==> config.mk <==
export PLATFORM = sky130hd
export DESIGN_NAME = lru_key_value_cache
export DESIGN_NICKNAME = d
export VERILOG_FILES = /design/src/lru_kv_pkg.sv /design/src/lru_key_value_cache.sv /design/src/lru_kv_cell.sv
export VERILOG_INCLUDE_DIRS = /design/src /design/src/src
export SDC_FILE = /design/constraint.sdc
export NUM_CORES = 2
export LEC_CHECK = 0
export BUFFER_PORTS_ARGS = -buffer_cell sky130_fd_sc_hd__buf_2
export CORE_MARGIN = 3
export CORE_UTILIZATION = 30
export CTS_BUF_LIST = sky130_fd_sc_hd__clkbuf_4 sky130_fd_sc_hd__clkbuf_8
export DETAILED_ROUTE_END_ITERATION = 8
export GPL_TIMING_DRIVEN = 0
export PLACE_DENSITY_LB_ADDON = 0.12
export SYNTH_ARGS = -nofsm -noshare
export SYNTH_HDL_FRONTEND = slang
export SYNTH_SLANG_ARGS = --single-unit
==> constraint.sdc <==
create_clock -name clock -period 8.9 [get_ports clock]
set_clock_uncertainty 0.05 [all_clocks]
set_input_delay 0.445 -clock clock [delete_from_list [all_inputs] [get_ports clock]]
set_output_delay 0.445 -clock clock [all_outputs]
set_load 0.01 [all_outputs]
==> src/assert_macros.svh <==
// ============================================================================
// Assertion macros
// Shared concurrent assertion forms used by the cache RTL.
// ============================================================================
`ifndef ASSERT_MACROS_SVH
`define ASSERT_MACROS_SVH

// Property must hold at every rising edge outside reset.
`define ASSERT_CLK(lbl, clk, rst, prop, msg) \
   lbl: assert property (@(posedge clk) disable iff (rst) (prop)) \
      else $error(msg);

// Condition must never be seen at a rising edge outside reset.
`define ASSERT_NEVER(lbl, clk, rst, cond, msg) \
   lbl: assert property (@(posedge clk) disable iff (rst) !(cond)) \
      else $error(msg);

`endif

==> src/lru_kv_pkg.sv <==
// ============================================================================
// LRU key-value cache package
// Widths, codes and the structs passed between the top level and the cells.
// ============================================================================
package lru_kv_pkg;

   localparam int DATA_W          = 32;
   localparam int CAP_W           = 5;
   localparam int DEF_MAX_ENTRIES = 16;

   localparam logic [CAP_W-1:0] CAP_RESET = 5'd16;

   localparam logic OP_GET = 1'b0;
   localparam logic OP_SET = 1'b1;

   // Lookup word walking down the row of cells.
   typedef struct packed {
      logic              act;   // word present at this hop
      logic              done;  // search already ended upstream
      logic              hit;   // search ended on a matching entry
      logic [DATA_W-1:0] val;   // value of the matching entry
   } pkt_type;

   // Commit command broadcast to every cell at the end of a walk.
   typedef struct packed {
      logic commit;     // walk finished: clear marks
      logic shift;      // marked cells take their upstream neighbor's entry
      logic drop_last;  // marked empty cell stays empty (eviction)
   } upd_type;

endpackage

==> src/lru_key_value_cache.sv <==
// ============================================================================
// LRU key-value cache
// Fully associative key-value store with least-recently-used replacement,
// built as a row of cells kept in recency order.
// ============================================================================
//
//   Channel   Ports                                        Direction  Flow
//   request   start, busy, req_opcode, req_key, req_value  in         start & !busy
//   response  rsp_strobe, rsp_hit, rsp_read_value,         out        one-cycle strobe
//             rsp_evicted
//   control   csr_valid, csr_ready, csr_data               in         valid & ready
//
// Each request word is served by one walk: the lookup word walks the row of
// cells one cell per cycle; when it leaves the last cell the shift is
// committed, and busy drops at the edge that raises the response strobe.
// The response appears for one cycle on rsp_strobe, in the cycle when busy
// is low again; it cannot be stalled, and a new word may be started then.
// Synchronous reset empties every cell, sets capacity to 16 and returns to
// idle at once; no clearing pass is needed. The capacity register is taken
// while the cache is idle.
//
module lru_key_value_cache #(
   parameter int MAX_ENTRIES = lru_kv_pkg::DEF_MAX_ENTRIES
) (
   input  logic                                 clock,
   input  logic                                 reset,
   // request channel
   input  logic                                 start,
   output logic                                 busy,
   input  logic                                 req_opcode,
   input  logic signed [lru_kv_pkg::DATA_W-1:0] req_key,
   input  logic signed [lru_kv_pkg::DATA_W-1:0] req_value,
   // response channel
   output logic                                 rsp_strobe,
   output logic                                 rsp_hit,
   output logic signed [lru_kv_pkg::DATA_W-1:0] rsp_read_value,
   output logic                                 rsp_evicted,
   // capacity register
   input  logic                                 csr_valid,
   output logic                                 csr_ready,
   input  logic [lru_kv_pkg::CAP_W-1:0]         csr_data
);
   import lru_kv_pkg::*;

   `include "assert_macros.svh"

   // Fill counter must hold MAX_ENTRIES itself; capacity compares use the
   // wider of the two widths.
   localparam int CNT_W = $clog2(MAX_ENTRIES + 1);
   localparam int CMP_W = (CNT_W > CAP_W) ? CNT_W : CAP_W;

   localparam logic ST_IDLE = 1'b0;
   localparam logic ST_WALK = 1'b1;

   // Control state.
   logic             state_ff,  state_in;
   logic             inject_ff, inject_in;
   logic [CNT_W-1:0] fill_ff,   fill_in;
   logic [CAP_W-1:0] cap_ff,    cap_in;

   // Request word held for the length of the walk.
   logic              op_ff,  op_in;
   logic [DATA_W-1:0] key_ff, key_in;
   logic [DATA_W-1:0] val_ff, val_in;

   // Response registers.
   logic              rsp_strobe_ff, rsp_strobe_in;
   logic              rsp_hit_ff,    rsp_hit_in;
   logic [DATA_W-1:0] rsp_rd_ff,     rsp_rd_in;
   logic              rsp_evicted_ff, rsp_evicted_in;

   // Row of cells.
   pkt_type           pkt_q   [MAX_ENTRIES];
   logic              ent_vld [MAX_ENTRIES];
   logic [DATA_W-1:0] ent_key [MAX_ENTRIES];
   logic [DATA_W-1:0] ent_val [MAX_ENTRIES];
   pkt_type           head_pkt;
   pkt_type           tail_pkt;
   upd_type           upd;
   logic [DATA_W-1:0] head_val;

   logic             accept;
   logic             walk_end;
   logic             is_set;
   logic             full;
   logic             evict_now;
   logic [CMP_W-1:0] cap_ext;
   logic [CMP_W-1:0] max_ext;
   logic [CMP_W-1:0] eff_cap;
   logic [CMP_W-1:0] fill_ext;

   assign busy      = (state_ff == ST_WALK);
   assign csr_ready = (state_ff == ST_IDLE);
   assign accept    = start && !busy;

   // The search word enters cell 0 in the first cycle after acceptance and
   // is registered in each cell in turn before it leaves the last cell.
   assign head_pkt = '{act: inject_ff, done: 1'b0, hit: 1'b0, val: '0};
   assign tail_pkt = pkt_q[MAX_ENTRIES-1];
   assign walk_end = tail_pkt.act;
   assign is_set   = (op_ff == OP_SET);

   // Capacity zero behaves as one, and anything above the row length
   // saturates to the row length.
   assign cap_ext  = CMP_W'(cap_ff);
   assign max_ext  = CMP_W'(MAX_ENTRIES);
   assign fill_ext = CMP_W'(fill_ff);
   assign eff_cap  = (cap_ff == '0)       ? CMP_W'(1) :
                     (cap_ext > max_ext)  ? max_ext   : cap_ext;
   assign full     = (fill_ext >= eff_cap);

   // A new key on a full cache drops the least recent entry. Since the row
   // is kept in recency order, that is the last valid cell: the shift moves
   // it into the first empty cell, which is then told to stay empty. When
   // every cell is valid the entry simply falls off the end of the row.
   assign evict_now = walk_end && is_set && !tail_pkt.hit && full;

   // Cells in front of the matching entry (or, for an insert, in front of
   // the first empty cell) all move back by one; cell 0 takes the written
   // or looked-up entry. A get miss changes nothing.
   assign upd.commit    = walk_end;
   assign upd.shift     = walk_end && (tail_pkt.hit || is_set);
   assign upd.drop_last = evict_now;

   assign head_val = is_set ? val_ff : tail_pkt.val;

   genvar gi;
   generate
      for (gi = 0; gi < MAX_ENTRIES; gi++) begin : g_cell
         if (gi == 0) begin : g_head
            lru_kv_cell u_cell (
               .clock    (clock),
               .reset    (reset),
               .req_key  (key_ff),
               .upd      (upd),
               .pkt_in   (head_pkt),
               .pkt_out  (pkt_q[gi]),
               .prev_vld (1'b1),
               .prev_key (key_ff),
               .prev_val (head_val),
               .ent_vld  (ent_vld[gi]),
               .ent_key  (ent_key[gi]),
               .ent_val  (ent_val[gi])
            );
         end else begin : g_body
            lru_kv_cell u_cell (
               .clock    (clock),
               .reset    (reset),
               .req_key  (key_ff),
               .upd      (upd),
               .pkt_in   (pkt_q[gi-1]),
               .pkt_out  (pkt_q[gi]),
               .prev_vld (ent_vld[gi-1]),
               .prev_key (ent_key[gi-1]),
               .prev_val (ent_val[gi-1]),
               .ent_vld  (ent_vld[gi]),
               .ent_key  (ent_key[gi]),
               .ent_val  (ent_val[gi])
            );
         end
      end
   endgenerate

   always_comb begin
      state_in  = state_ff;
      inject_in = 1'b0;
      fill_in   = fill_ff;
      cap_in    = cap_ff;
      op_in     = op_ff;
      key_in    = key_ff;
      val_in    = val_ff;

      case (state_ff)
         ST_IDLE: begin
            if (accept) begin
               state_in  = ST_WALK;
               inject_in = 1'b1;
               op_in     = req_opcode;
               key_in    = req_key;
               val_in    = req_value;
            end
         end
         ST_WALK: begin
            if (walk_end) begin
               state_in = ST_IDLE;
            end
         end
         default: begin
            state_in = ST_IDLE;
         end
      endcase

      // An insert without eviction grows the fill by one; everything else
      // leaves it alone.
      if (walk_end && is_set && !tail_pkt.hit && !full) begin
         fill_in = fill_ff + CNT_W'(1);
      end

      if (csr_valid && csr_ready) begin
         cap_in = csr_data;
      end

      rsp_strobe_in  = walk_end;
      rsp_hit_in     = tail_pkt.hit;
      rsp_rd_in      = (!is_set && tail_pkt.hit) ? tail_pkt.val : '0;
      rsp_evicted_in = evict_now;
   end

   always_ff @(posedge clock) begin
      if (reset) begin
         state_ff      <= ST_IDLE;
         inject_ff     <= 1'b0;
         fill_ff       <= '0;
         cap_ff        <= CAP_RESET;
         rsp_strobe_ff <= 1'b0;
      end else begin
         state_ff      <= state_in;
         inject_ff     <= inject_in;
         fill_ff       <= fill_in;
         cap_ff        <= cap_in;
         rsp_strobe_ff <= rsp_strobe_in;
      end
   end

   always_ff @(posedge clock) begin
      op_ff          <= op_in;
      key_ff         <= key_in;
      val_ff         <= val_in;
      rsp_hit_ff     <= rsp_hit_in;
      rsp_rd_ff      <= rsp_rd_in;
      rsp_evicted_ff <= rsp_evicted_in;
   end

   assign rsp_strobe     = rsp_strobe_ff;
   assign rsp_hit        = rsp_hit_ff;
   assign rsp_read_value = rsp_rd_ff;
   assign rsp_evicted    = rsp_evicted_ff;

   // A response word follows exactly one completed walk.
   `ASSERT_CLK(a_rsp_after_walk, clock, reset, rsp_strobe_ff |-> $past(walk_end), "response without a completed walk")

   // The search word only travels while the cache reports busy.
   `ASSERT_NEVER(a_idle_no_walk, clock, reset, (state_ff == ST_IDLE) && walk_end, "search word seen while idle")

   // The fill never exceeds the row length.
   `ASSERT_NEVER(a_fill_range, clock, reset, fill_ff > CNT_W'(MAX_ENTRIES), "fill count above row length")

   // An eviction replaces one entry, so the fill stays where it was.
   `ASSERT_CLK(a_evict_keeps_fill, clock, reset, (rsp_strobe_ff && rsp_evicted_ff) |-> (fill_ff == $past(fill_ff)), "fill changed on eviction")

endmodule

==> src/lru_kv_cell.sv <==
// ============================================================================
// LRU key-value cache cell
// Holds one entry of the recency-ordered row, compares it with the lookup
// word as it passes, and shifts in its upstream neighbor's entry on commit.
// ============================================================================
`include "assert_macros.svh"

module lru_kv_cell (
   input  logic                          clock,
   input  logic                          reset,
   input  logic [lru_kv_pkg::DATA_W-1:0] req_key,
   input  lru_kv_pkg::upd_type           upd,
   input  lru_kv_pkg::pkt_type           pkt_in,
   output lru_kv_pkg::pkt_type           pkt_out,
   input  logic                          prev_vld,
   input  logic [lru_kv_pkg::DATA_W-1:0] prev_key,
   input  logic [lru_kv_pkg::DATA_W-1:0] prev_val,
   output logic                          ent_vld,
   output logic [lru_kv_pkg::DATA_W-1:0] ent_key,
   output logic [lru_kv_pkg::DATA_W-1:0] ent_val
);
   import lru_kv_pkg::*;

   logic              vld_ff,  vld_in;
   logic              mark_ff, mark_in;
   logic [DATA_W-1:0] key_ff,  key_in;
   logic [DATA_W-1:0] val_ff,  val_in;
   pkt_type           pkt_ff,  pkt_in_nxt;
   logic              match;

   assign match = vld_ff && (key_ff == req_key);

   always_comb begin
      pkt_in_nxt = pkt_in;
      mark_in    = mark_ff;
      key_in     = key_ff;
      val_in     = val_ff;
      vld_in     = vld_ff;

      // A live search marks every cell it reaches, ending on a match or on
      // the first empty cell.
      if (pkt_in.act && !pkt_in.done) begin
         mark_in = 1'b1;
         if (match) begin
            pkt_in_nxt.done = 1'b1;
            pkt_in_nxt.hit  = 1'b1;
            pkt_in_nxt.val  = val_ff;
         end else if (!vld_ff) begin
            pkt_in_nxt.done = 1'b1;
         end
      end

      if (upd.commit) begin
         mark_in = 1'b0;
         if (upd.shift && mark_ff) begin
            key_in = prev_key;
            val_in = prev_val;
            vld_in = prev_vld && !(upd.drop_last && !vld_ff);
         end
      end
   end

   always_ff @(posedge clock) begin
      if (reset) begin
         vld_ff  <= 1'b0;
         mark_ff <= 1'b0;
         pkt_ff  <= '0;
      end else begin
         vld_ff  <= vld_in;
         mark_ff <= mark_in;
         pkt_ff  <= pkt_in_nxt;
      end
   end

   always_ff @(posedge clock) begin
      key_ff <= key_in;
      val_ff <= val_in;
   end

   assign pkt_out = pkt_ff;
   assign ent_vld = vld_ff;
   assign ent_key = key_ff;
   assign ent_val = val_ff;

   // A cell is only marked by a search word that reached it.
   `ASSERT_CLK(a_mark_from_walk, clock, reset, $rose(mark_ff) |-> $past(pkt_in.act), "cell marked without a search word")

endmodule
; ---- Yosys cells after proc, flatten, opt, wreduce, memory -nomap -nowiden
; Cells that the tools add are included.
[classes]
add_sub_neg = 1
n_lt_le_gt_ge = 2
eq_ne = 16
n_mux = 67
bitwise_logic = 3
n_reduce_logical = 160
[ops]
columns = operator, count
row1 = 33-bit 2-to-1 mux, 17
row2 = 32-bit equality test, 16
row3 = 34-bit 2-to-1 mux, 14
row4 = 1-bit logical AND, 86
row5 = 1-bit logical NOT, 51
row6 = 2-bit AND reduction, 17
row7 = 1-bit 2-to-1 mux, 32
row8 = 32-bit 2-to-1 mux, 1
row9 = 5-bit 2-to-1 mux, 2
row10 = 2-bit OR reduction, 3
row11 = "5-bit by 1-bit adder with 5-bit output, second input constant", 1
row12 = 5-bit >= comparator, 1
row13 = "5-bit greater-than comparator, second input constant", 1
row14 = 5-bit logical NOT, 1
row15 = 1-bit NOT, 3
row16 = 3-bit OR reduction, 1
row17 = 1-bit one-hot mux with 2 select lines, 1
row18 = 1-bit logical OR, 1
[totals]
reg_bits = 1727
inputBits = 74
out_inout_bits = 37
elab_cells = 387

; ---- Longest topological paths before layout
[logic_depth]
word_depth = 8
mapped_depth = 11
depth_no_buf = 9

; ---- Hierarchy
; Synthesis repeated with hierarchy kept, for this count alone.
[unflattened]
cells_unflattened = 4528
hier_area_um2 = 66756.5
[modules_own_cells]
columns = module, instances, cells_each, area_per_inst_um2, seq_area_each_um2
row1 = lru_kv_cell, 16, 267, 3920.0, 2662.6
row2 = lru_key_value_cache, 1, 256, 4036.4, 2892.8

; ---- Worst setup path after synthesis
; OpenSTA, ideal clock, no wires.
[synth_timing]
path_kind = input to register
from = input port start
to = register op_ff, in the netlist is_set, enable pin
setup_ns = 0.496
arrival_ns = 3.322
required_ns = 8.354
path_slack_ns = 5.032
path_stages = 1
n_path_buf = 0
path_cell_list = nor2b_1
[synth_between]
elab_chain_cells = 2
[synth_rtl]
columns = element, line_no
row1 = from (decl), lru_key_value_cache.sv:28  ; input logic start,
row2 = 1-bit logical AND, lru_key_value_cache.sv:94  ; assign accept = start && !busy;
row3 = 2-bit AND reduction (no source line), --
row4 = to (signal assigned), lru_key_value_cache.sv:226  ; op_ff <= op_in;
row5 = to (decl), lru_key_value_cache.sv:62  ; logic op_ff, op_in;
; Every way passes these cells.
; A chain may end at the register's enable or synchronous reset.

; ---- Worst setup path in the final report
[layout_timing]
from = register key_ff[27]
to = register g_cell[15].g_body.u_cell.pkt_ff (netlist bit g_cell[15].g_body.u_cell.pkt_out[21])
[layout_between]
elab_chain_cells = 4
[layout_rtl]
columns = element, line_no
row1 = from (decl), lru_key_value_cache.sv:63  ; logic [DATA_W-1:0] key_ff, key_in;
row2 = from (signal assigned), lru_key_value_cache.sv:227  ; key_ff <= key_in;
row3 = 32-bit equality test, lru_kv_cell.sv:31  ; assign match = vld_ff && (key_ff == req_key);
row4 = 1-bit logical AND, lru_kv_cell.sv:31
row5 = 33-bit 2-to-1 mux, lru_kv_cell.sv:44  ; if (match) begin
row6 = 33-bit 2-to-1 mux, lru_kv_cell.sv:42  ; if (pkt_in.act && !pkt_in.done) begin
row7 = to (signal assigned), lru_kv_cell.sv:71  ; pkt_ff <= pkt_in_nxt;
row8 = to (decl), lru_kv_cell.sv:28  ; pkt_type pkt_ff, pkt_in_nxt;
; Every way passes these cells.

==> flow_summary.yaml <==
worst_setup_path:
  cp_slowest_cell: "nand4b_1"
  r2r_cells: 8
  regToRegStartpoint: "key_ff[27]$_DFFE_PP_"
  timing.critical_path.from: "key_ff[27]$_DFFE_PP_"
  crit_cells: 8
  regToRegEndpoint: "g_cell[15].g_body.u_cell.pkt_out[21]$_SDFF_PP0_"
  ff2ff_setup_slack_ps: 4490
  critPathMaxStageDelay_ps: 910
  timing.critical_path.to: "g_cell[15].g_body.u_cell.pkt_out[21]$_SDFF_PP0_"
  startpoint_kind_of_the_worst_setup_timing_path: "flip-flop"
  setup.worst_path.end_class: "flip-flop"
  cp_max_fo: 10
  crit_family: "simple AND/OR/NAND/NOR gates"
  timing.critical_path.buf_inv: 3
  timing.critical_path.arrival_ps: 5130
  crit_path_cell_trace: "buf_2 -> buf_6 -> xnor2_1 -> nand4_1 -> nand4b_1 -> clkbuf_1 -> o31ai_1 -> a21oi_2"
  crit_type: "reg -> reg"
  critPathRequiredTime_ps: 9620
power:
  switching_share_pct: 21.8
  sequential_power_share_pct: 51.0
  share_clk_of_total_power_pct: 45.3
  p_leak_nw: 26.1
  p_comb_share_pct: 3.8
  ir_drop_mv: 0.158
  internal-power_mw: 13.0
  netSwitchingPower_mw: 3.63
  p_per_area_nw_per_um2: 212
grt:
  first_global_vias: 36300
  largest_net_degree_at_the_start_of_global_routing: 57
  most_heavily_used_metal_layer_in_global_routing: "met2"
  number_of_antenna_violations_at_the_first_check_in_global_routing: 16
  gr-total-overflow: 0
  grt_use_met1_pct: 22.8
  use_met2_pct: 25.2
  globalRouteTotalUtil_pct: 16.2
  wire_length_of_the_first_global_routing_pass_um: 261000
  grt_use_met3_pct: 3.18
synthesis:
  synth_most_common_cell: "edfxtp_1"
  yosysTopAreaCell: "edfxtp_1"
  synth.net_count: 4571
  synth_warnings: 0
  fraction_of_registers_with_async_set_or_reset_after_synthesis_pct: 0
  ys_seq_area_share_pct: 68.8
  ranking_of_synthesized_cells_by_area: "edfxtp_1 (49%), dfxtp_1 (19%), nand2b_1 (8.5%)"
  mappedNetlistArea_um2: 66100
  synth-edff-count: 1089
  avgSynthCellArea_um2: 14.7
  synthDominantCellAreaShare_pct: 49.5
  synth_cell_types: 48
  syn_inst: 4491
  synth_top_cells_by_count: "edfxtp_1 (1,089), nand2b_1 (897), dfxtp_1 (638)"
  synthFlopType: "edfxtp_1"
  synth-seq-cells: 1727
die:
  io-pin-count: 111
  die_h_um: 476
  die_x_extent_um: 476
  initial_core_util_pct: 30.3
  die-area_um2: 226000
  core_area_um2: 218000
  placementRows: 171
timing:
  timing.final.setup_violations: 0
  rsz0062_at_grt: "no"
  fin_crit_sh_pct: 49.6
  fin_crit_ps: 4410
  worst_slew_pin_slew_ps: 1400
  clock.fmax_mhz: 227
  max_slew_margin_pct: 6.54
  final_max_slew_viol_count: 0
  tns_ps: 0
  timing.hold.ws_ps: 153
  timing.final.hold_violations: 0
flow_run:
  cap_violations: 0
place:
  placer_s_final_routability_congestion_estimate: 0.780
  port-buffer-count: 109
  place_hpwl_um: 137000
routing:
  detail_route.vias_per_cell: 4.27
  dr_total_vias: 34900
  final_antenna_net_count: 0
  totalWireLength_um: 183000
  remaining_drc_errors: 0
  firstDrtPassIters: 5
  dr.first_iter.drc_count: 2052
  avgRoutedWirePerCell_um: 22.4
worst_hold_path:
  timing.hold.worst.class: "in -> reg"
  min_path_cells: 2
clocking:
  h_tree_level_count: 5
  root_buffer: "clkbuf_8"
  cts_tree: "done"
  buffers_inserted_by_post_cts_timing_repair: 0
  clk_transition_reported_paths_ps: 50
  cts_buffers: 317
  clock_path_buffers: 4
  clk_lat_worst_skew_ps: 1010
  clock_sinks: 1727
final_layout:
  syn2layout_area_growth_pct: 18.5
  final_layout_size_suffix_gt1_share_pct: 15.8
  final.fill_count: 21100
  num-nets-final: 5148
status:
  outcome: "finished, final reports clean"
layout by cell type, fill, tap and decap left out, drive strengths merged, types with 25 or more instances in the layout:
cell,n
nor2b,37
dfxtp,638
and3b,33
nand2b,897
dlygate4sd3,130
inv,25
mux2,35
diode,30
xor2,313
nor2,57
buf,253
nand4,100
o31ai,32
xnor2,199
and2,56
clkinv,54
a21oi,39
edfxtp,1089
mux2i,452
clkbuf,618
nor4,84
kinds of logic after synthesis:
| kind of cell | Yosys count | synth area share [%] |
|---|---|---|
| XOR/XNOR | 512 | 6.79 |
| flip-flops | 1727 | 68.8 |
| buffers and inverters | 287 | 2.71 |
| multiplexers | 487 | 7.44 |
| adder cells (fa/ha/maj) | 6 | 0.114 |
| AO/OA/AOI/OAI | 160 | 1.75 |
| AND/OR/NAND/NOR | 1312 | 12.4 |
stage by stage:
stage | area, µm² | setup WS, ps | utilization, % | std cells | power, mW
floorplan | 66100 | 5030 | - | 4491 | 8.99
global placement | 70200 | 1730 | 32.2 | 7454 | 9.24
detailed placement | 70700 | 3960 | 32.4 | 7473 | 9.24
CTS | 78300 | 4140 | 35.9 | 8147 | 16.9
global route | 78300 | 4440 | 35.9 | 8149 | 17.3
finish | 78300 | 4490 | 35.9 | 8177 | 16.6
flip-flops by register name, indices dropped and copies added (netlist names), 5 cells and up:
| register | count |
|---|---|
| g_cell.g_body.u_cell.mark_ff | 15 |
| g_cell.g_body.u_cell.pkt_out | 524 |
| key_ff | 32 |
| fill_ext | 5 |
| rsp_read_value | 32 |
| val_ff | 32 |
| cap_ext | 5 |
| g_cell.g_body.u_cell.ent_key | 480 |
| g_cell.g_body.u_cell.ent_val | 480 |
| g_cell.g_head.u_cell.ent_val | 32 |
| g_cell.g_head.u_cell.ent_key | 32 |
| g_cell.g_body.u_cell.ent_vld | 15 |
| g_cell.g_head.u_cell.pkt_out | 35 |
power by group through the flow:
stage / sequential, mW / combinational, mW / clock [mW]
after floorplan: 8.63 / 0.359 / 0
after global placement: 8.65 / 0.595 / 0
after detailed placement: 8.64 / 0.596 / 0
after CTS: 8.47 / 0.642 / 7.78
after global routing: 8.47 / 0.678 / 8.16
final: 8.47 / 0.626 / 7.52
layout make-up:
type                            count  area [µm²]  share of cell area, %
Clock inverter                     66         408                  0.521
Buffer                            265        1710                   2.18
Antenna cell                       30        75.1                 0.0958
Multi-Input combinational cell   2477       18900                   24.2
Clock buffer                      478        5840                   7.46
Inverter                           22        82.6                  0.105
Timing Repair Buffer              258        2250                   2.87
Tap cell                         2854        3570                   4.56
Sequential cell                  1727       45500                   58.0
repair_timing:
item                                   CTS  global route
hold buffers                           130             0
endpoints found under the hold margin   81             0
resized for setup                        0             0
metal layers:
layer	part of all wire, %	routed length (µm)
met1	48	88100
met2	45	82400
met3	4.5	8170
met4	2.3	4190
met5	0.013	24
worst min-delay path by stage:
stage                                                          from                                             to  slack [ps]
global route                                            req_key[25]                           key_ff[25]$_DFFE_PP_          80
CTS                                                     req_key[25]                           key_ff[25]$_DFFE_PP_           2
floorplan           g_cell[15].g_body.u_cell.pkt_out[32]$_SDFF_PP0_                                rsp_hit$_DFF_P_         350
detailed placement    g_cell[0].g_head.u_cell.ent_val[19]$_DFFE_PP_  g_cell[1].g_body.u_cell.ent_val[19]$_DFFE_PP_         370
finish                                                  req_key[19]                           key_ff[19]$_DFFE_PP_         150
global placement       g_cell[0].g_head.u_cell.ent_val[0]$_DFFE_PP_   g_cell[1].g_body.u_cell.ent_val[0]$_DFFE_PP_         370
No activity file was read; power rests on OpenSTA's default activity.
